$ cat config.mk
export PLATFORM = sky130hd
export DESIGN_NAME = bpit_queue
export DESIGN_NICKNAME = d
export VERILOG_FILES = /design/src/hw/rtl/bpit_pkg.sv /design/src/hw/rtl/bpit_queue.sv
export SDC_FILE = /design/constraint.sdc
export NUM_CORES = 1
export LEC_CHECK = 0
export ABC_AREA = 1
export BUFFER_PORTS_ARGS = -buffer_cell sky130_fd_sc_hd__buf_4
export CAP_MARGIN = 20
export CORE_MARGIN = 4
export CORE_UTILIZATION = 44
export CTS_CLUSTER_DIAMETER = 120
export DETAILED_ROUTE_END_ITERATION = 8
export PLACE_DENSITY_LB_ADDON = 0.2
export SLEW_MARGIN = 10
export SYNTH_ARGS = -nofsm -noshare
export SYNTH_HDL_FRONTEND = slang
export SYNTH_SLANG_ARGS = --single-unit
$ cat constraint.sdc
create_clock -name clk -period 8.35 [get_ports clk]
set_clock_uncertainty 0.05 [all_clocks]
set_input_delay 1.67 -clock clk [delete_from_list [all_inputs] [get_ports clk]]
set_output_delay 1.67 -clock clk [all_outputs]
set_load 0.1 [all_outputs]
$ cat src/hw/rtl/bpit_pkg.sv
package bpit_pkg;

  localparam int CW  = 16;                 // coordinate field width
  localparam int DW  = CW + 1;             // edge vector width
  localparam int PW  = 2 * DW;             // product width
  localparam int XW  = PW + 1;             // cross product width
  localparam int MW  = XW;                 // magnitude width
  localparam int WFB = 14;                 // weight fraction bits
  localparam int WW  = 18;                 // weight field width
  localparam int TW  = 10;                 // tolerance width
  localparam int QB  = WW + 3;             // quotient bits kept before rounding
  localparam int LW  = QB - WFB - 1;       // numerator bits shifted in by the divider
  localparam int RW  = QB + 2;             // signed rounded weight width
  localparam int QD  = 4;                  // queue depth
  localparam int QAW = $clog2(QD);

  localparam logic [TW-1:0] TOL_RESET = TW'(1);

  typedef struct packed {
    logic                 degen;
    logic signed [XW-1:0] den;
    logic signed [XW-1:0] nu;
    logic signed [XW-1:0] nv;
  } item_t;

  typedef struct packed {
    logic          degen;
    logic          neg_u;
    logic          neg_v;
    logic          ovf_u;
    logic          ovf_v;
    logic [MW-1:0] ad;
    logic [MW-1:0] ru;
    logic [MW-1:0] rv;
    logic [LW-1:0] lo_u;
    logic [LW-1:0] lo_v;
    logic [QB-1:0] qu;
    logic [QB-1:0] qv;
  } bk_t;

endpackage

$ cat src/hw/rtl/bpit_queue.sv
module bpit_queue (
  input  logic            clk,
  input  logic            rst_n,
  input  logic            push,
  input  bpit_pkg::item_t push_item,
  output logic            q_full,
  input  logic            pop,
  output logic            q_empty,
  output bpit_pkg::item_t pop_item
);
  import bpit_pkg::*;

  item_t          mem_r [QD];
  logic [QAW:0]   wp_r, rp_r;

  assign q_empty  = (wp_r == rp_r);
  assign q_full   = (wp_r[QAW-1:0] == rp_r[QAW-1:0]) && (wp_r[QAW] != rp_r[QAW]);
  assign pop_item = mem_r[rp_r[QAW-1:0]];

  always_ff @(posedge clk) begin
    if (!rst_n) begin
      wp_r <= '0;
      rp_r <= '0;
    end else begin
      if (push) wp_r <= wp_r + 1'b1;
      if (pop)  rp_r <= rp_r + 1'b1;
    end
    if (push) mem_r[wp_r[QAW-1:0]] <= push_item;
  end

endmodule

==> flow_metrics.py, run 1 <==
metrics = {
    "status": {
        "outcome": "complete, no violations",
    },
    "logic_synthesis": {
        "synthCells": 1613,
        "synth_cell_types": 22,
        "syn_avg_cell_area_um2": 11.1,
        "synth-seq-cells": 432,
        "ys_seq_area_frac": 0.718,
        "synth_fp_nets": 1728,
        "synth_area_um2": 18000,
        "ys_warn_count": 0,
    },
    "routing": {
        "drc": 0,
        "via_count": 10954,
        "top_layer": "met5",
        "wl_met2_um": 17300,
        "drt-total-wl_um": 34900,
        "ant_nets": 0,
        "wl_per_cell_um": 14.7,
        "initialDrtViolationCount": 562,
        "met3_length_um": 1890,
        "dr.pass1.iters": 4,
        "wl_met1_um": 15000,
        "viasPerCell": 4.61,
    },
    "setup_path": {
        "crit_required_ns": 6.63,
        "r2r_cells": 5,
        "r2r_end": "mem_r[2][58]",
        "critPathMaxStageDelay_ns": 0.71,
        "cp_data_arrival_time_ns": 2.93,
        "crit_type": "reg -> out",
        "reg2reg_from": "wp_r[0]",
        "crit_path_max_fanout": 244,
        "cp.buffers_inverters": 2,
        "worst_setup_path_start_kind": "register",
        "end_kind": "output pin",
        "cp_top_family": "buffers and inverters",
        "r2r_slack_ns": 5.73,
        "slowest_stage": "dfxtp_4",
        "cp_cell_sequence": "buf_12, or2_2, nand3_1, nand2_1, buf_4",
    },
    "timing": {
        "max_freq_mhz": 215,
        "layout_setup_ws_ns": 3.70,
        "min_period_over_period": 0.557,
        "report.final.slew_viol_count": 0,
        "finalCriticalPeriod_ns": 4.65,
        "hold_violations": 0,
        "tightest_slew_ns": 1.07,
        "relSlewSlack": 0.286,
        "fin_setup_tns_ns": 0,
        "setup_viol": 0,
        "rsz0062_at_grt": "false",
    },
    "layout": {
        "syn_to_final_growth_pct": 19.2,
        "drive_gt1_frac": 0.202,
        "nNetsFinal": 1932,
        "stdcell_count": 2376,
        "insertedDiodeCount": 0,
        "mostFrequentLayoutCells": "442 x nand2_1, 424 x edfxtp_1, 223 x buf_4, 220 x nor2_1, 218 x inv_1",
        "nFillCells": 3419,
        "final_common_cell": "nand2_1",
    },
    "min_path": {
        "min_from": "wp_r[2]",
        "hold_depth": 2,
        "hold-path-endpoint": "wp_r[2]",
        "hp-class": "reg -> reg",
    },
    "floorplan": {
        "dieArea_um2": 44100,
        "ios": 218,
        "rows": 73,
        "dieWidth_um": 210,
        "core_um2": 40000,
        "start_util": 0.449,
        "die_h_um": 210,
    },
    "clock_network": {
        "clockRootBuffer": "clkbuf_16",
        "cts_buffers": 46,
        "htreeDepth": 2,
        "clock_sinks": 432,
        "post_cts_buffers": 0,
        "cts_tree": "built",
        "clkSlewWorstSetupHoldPaths_ns": 0.05,
        "cts_resized": 0,
        "cts_hold_buf": 0,
        "clock_latency_ns": 0.55,
        "clock_path_buffers": 3,
    },
    "global_routing": {
        "grt_pass1_wl_um": 54900,
        "grt_start_max_net_pins": 245,
        "antenna_found_initial": 1,
        "grt_pass1_vias": 10588,
        "track_usage": 0.156,
        "grt-ovfl-total": 0,
    },
    "placement": {
        "post-place-ws_ns": 3.96,
        "gp_congestion": 0.706,
        "dp.final_hpwl_um": 19500,
        "dpl.cell_count": 2292,
        "io_buffers": 217,
    },
    "run": {
        "drv_cap": 0,
    },
    "pwr": {
        "p_per_area_nw_per_um2": 259,
        "p_leak_uw": 0.00897,
        "peakVddDrop_mv": 0.240,
    },
}
[synth_stat cells (all sizes together)]
cell    count  area share
a21oi       4      0.0011
buf        47       0.019
clkbuf     23      0.0049
clkinv      1     0.00021
dfxtp       8      0.0089
edfxtp    424        0.71
ha          5      0.0035
inv       222       0.046
nand2     442       0.092
nand3     107       0.030
nor2      220       0.046
o21ai       2     0.00056
or2       106       0.037
xnor2       1     0.00049
xor2        1     0.00049
[layer usage]
layer | up-vias | GRT usage
li1 | 5549 | -
met1 | 5164 | 0.198
met2 | 192 | 0.268
met3 | 47 | 0.0374
met4 | 2 | 0.0479
met5 | - | 0
[state kept, by name, summed over array words and instances, names as in the netlist, named ones only]
name / cells
rp_r: 3
wp_r: 3
mem_r: 424
[layout make-up]
class                   count  area [um2]  area share
clock inverters            27         249      0.0116
inverters                 223         852      0.0398
multi-input cells         888        3790       0.177
clock buffers              55        1210      0.0564
repair buffers            226        1750      0.0817
flip-flops and latches    432       12900       0.603
well taps                 525         657      0.0307
[tightest hold or removal path, delay by kind of cell, from the launching register on]
family,cells,cell delay (ns)
flip-flops,1,0.35
AND/OR/NAND/NOR,2,0.16
[worst max-delay path by stage]
stage,start,to,slack (ns),depth (start not counted)
5_1_grt,register,pop_item[39],3.44,6
4_1_cts,register,pop_item[39],3.36,5
3_3_place_gp,register,pop_item[35],3.98,5
6_report,register,pop_item[68],3.70,5
3_5_place_dp,register,pop_item[39],3.96,5
2_1_floorplan,push,mem_r[3][0],4.06,2
[cell families after synthesis]
logic type / count (synthesis) / synth area share
xor+xnor: 2 / 0.000976
simple gates: 875 / 0.205
compound gates: 6 / 0.00167
fa+ha+maj: 5 / 0.00348
buf+inv: 293 / 0.0709
flops: 432 / 0.718
[power breakdown]
part	switching [uW]	internal (uW)
sequential	22.4	2480
clock	779	1180
combinational	846	228
[per-stage QoR]
stage	instance area, um2	hold slack [ns]	power, uW	utilization
2_1_floorplan	18000	0.462	3380	-
4_1_cts	21300	0.497	5600	0.534
3_3_place_gp	19900	0.474	3620	0.497
6_report	21400	0.494	5530	0.535
3_5_place_dp	19900	0.488	3630	0.497
5_1_grt	21400	0.518	5750	0.535
(Power assumes the default switching activity.)
==> run 2: changes to the inputs <==
Clock period 8.35 ns to 3.8 ns, I/O delays scaled along.
==> run 2 against run 1 <==
Via count up 0.75%. Routed wire length up 2.9%. Global-route usage up 0.58 points. Total power up 120%. Sequential cell count unchanged. Critical path type unchanged. Critical endpoint is now pop_item[66].
==> flow_metrics.py, run 2 (synthesized netlist as in run 1, its figures left out) <==
metrics = {
    "pwr": {
        "p_switching_uw": 3640,
        "p_per_area_nw_per_um2": 572,
        "p_leak_uw": 0.00908,
        "peakVddDrop_mv": 0.369,
        "power_frac_comb": 0.194,
        "pwr-share-seq": 0.444,
        "internal-power_uw": 8720,
        "swShare": 0.294,
        "pwr-share-clk": 0.362,
    },
    "clock_network": {
        "cts_tree": "built",
        "cts_resized": 0,
        "clockRootBuffer": "clkbuf_16",
        "cts_buffers": 46,
        "cts_hold_buf": 0,
        "htreeDepth": 2,
        "clock_path_buffers": 3,
        "clkSlewWorstSetupHoldPaths_ns": 0.06,
        "post_cts_buffers": 0,
        "clock_sinks": 432,
        "clock_latency_ns": 0.55,
    },
    "floorplan": {
        "dieArea_um2": 44100,
        "dieWidth_um": 210,
        "ios": 218,
        "core_um2": 40000,
        "die_h_um": 210,
        "rows": 73,
        "start_util": 0.449,
    },
    "layout": {
        "multiInputGateArea_um2": 3790,
        "largest_register_ffs": 424,
        "syn_to_final_growth_pct": 20.4,
        "drive_gt1_frac": 0.208,
        "nNetsFinal": 1943,
        "insertedDiodeCount": 0,
        "final_common_cell": "nand2_1",
        "nFillCells": 3423,
        "final-seq-area_um2": 12900,
        "mostFrequentLayoutCells": "442 x nand2_1, 424 x edfxtp_1, 228 x buf_4, 220 x nor2_1, 218 x inv_1",
    },
    "routing": {
        "dr.pass1.iters": 5,
        "via_count": 11036,
        "drc": 0,
        "wl_per_cell_um": 15.1,
        "initialDrtViolationCount": 565,
        "drt-total-wl_um": 35900,
        "ant_nets": 0,
        "viasPerCell": 4.62,
    },
    "placement": {
        "post-place-ws_ns": 1.34,
        "gp_congestion": 0.760,
        "io_buffers": 217,
        "dp.final_hpwl_um": 21500,
    },
    "timing": {
        "layout_setup_ws_ns": 0.771,
        "rsz0062_at_grt": "false",
        "finalCriticalPeriod_ns": 3.03,
        "report.final.slew_viol_count": 0,
        "tightest_slew_ns": 0.719,
        "min_period_over_period": 0.797,
        "relSlewSlack": 0.520,
        "setup_viol": 0,
        "hold_violations": 0,
        "max_freq_mhz": 330,
        "fin_setup_tns_ns": 0,
    },
    "min_path": {
        "hp-class": "in -> reg",
    },
    "global_routing": {
        "track_usage": 0.162,
        "grt_start_max_net_pins": 168,
        "grt_pass1_vias": 10810,
        "grt-ovfl-total": 0,
        "grt_pass1_wl_um": 56800,
        "antenna_found_initial": 0,
    },
    "run": {
        "drv_cap": 0,
    },
    "status": {
        "outcome": "complete, no violations",
    },
    "setup_path": {
        "worst_setup_path_start_kind": "register",
        "end_kind": "output pin",
        "crit_type": "reg -> out",
        "cp_data_arrival_time_ns": 2.22,
        "crit_required_ns": 2.99,
        "crit_path_max_fanout": 167,
    },
}
==> run 2: cell count changes in the layout (fill, tap and decap cells not counted) <==
| cell | change |
|---|---|
| clkbuf_16 | +2 |
| clkbuf_1 | +1 |
| clkinvlp_4 | +1 |
| clkinv_1 | -4 |
| buf_4 | +5 |
| clkinv_2 | -1 |
| bufinv_16 | +1 |
| buf_12 | +8 |
| clkbuf_8 | +1 |
| buf_16 | -2 |
| inv_6 | -1 |
==> run 2: routing by layer <==
layer / GRT usage / vias up / share of wire
li1: - / 5570 / -
met3: 0.0400 / 52 / 0.054
met2: 0.277 / 211 / 0.49
met5: 0 / - / 0
met4: 0.0479 / 0 / 0.021
met1: 0.206 / 5203 / 0.43
==> run 2: critical path: stages, from the launching register on <==
cell and delay [ns]:
dfxtp_4 0.38, buf_12 0.40, nor2_1 0.11, nor2_1 0.12, nand2_1 0.08, nand2_1 0.10, buf_4 0.30
==> run 2: layout make-up <==
cell class                 count  area share
clock buffer                  59      0.0589
multi-input combinational    888       0.175
clock inverter                23      0.0119
timing repair buffer         237      0.0875
inverter                     223      0.0394
sequential                   432       0.596
tap                          525      0.0304
==> run 2: power by group through the flow <==
stage	Combinational [uW]	Clock, uW	Sequential (uW)
after global placement	2410	0	5580
after floorplan	1830	0	5590
after detailed placement	2420	0	5580
after global routing	2540	4790	5500
after CTS	2430	4600	5490
final	2400	4480	5480
==> run 2: path summary, 6_finish.rpt <==
check | endpoint | slack (ns) | from | cells after the start
setup / recovery | pop_item[66] | 0.77 | register | 6
hold / removal | mem_r[0][37] | 0.35 | push_item[37] | 1
setup reg to reg | mem_r[2][25] | 1.83 | wp_r[0] | 5
hold reg to reg | wp_r[2] | 0.52 | wp_r[2] | 2
==> run 2: metrics by stage <==
stage	hold slack, ns	std cells	total power (uW)	util	cell area, um2
2_1_floorplan	0.462	1613	7430	-	18000
3_3_place_gp	0.471	2305	7990	0.502	20100
3_5_place_dp	0.514	2305	8010	0.502	20100
4_1_cts	0.307	2387	12500	0.540	21600
5_1_grt	0.320	2387	12800	0.540	21600
6_report	0.345	2387	12400	0.540	21600
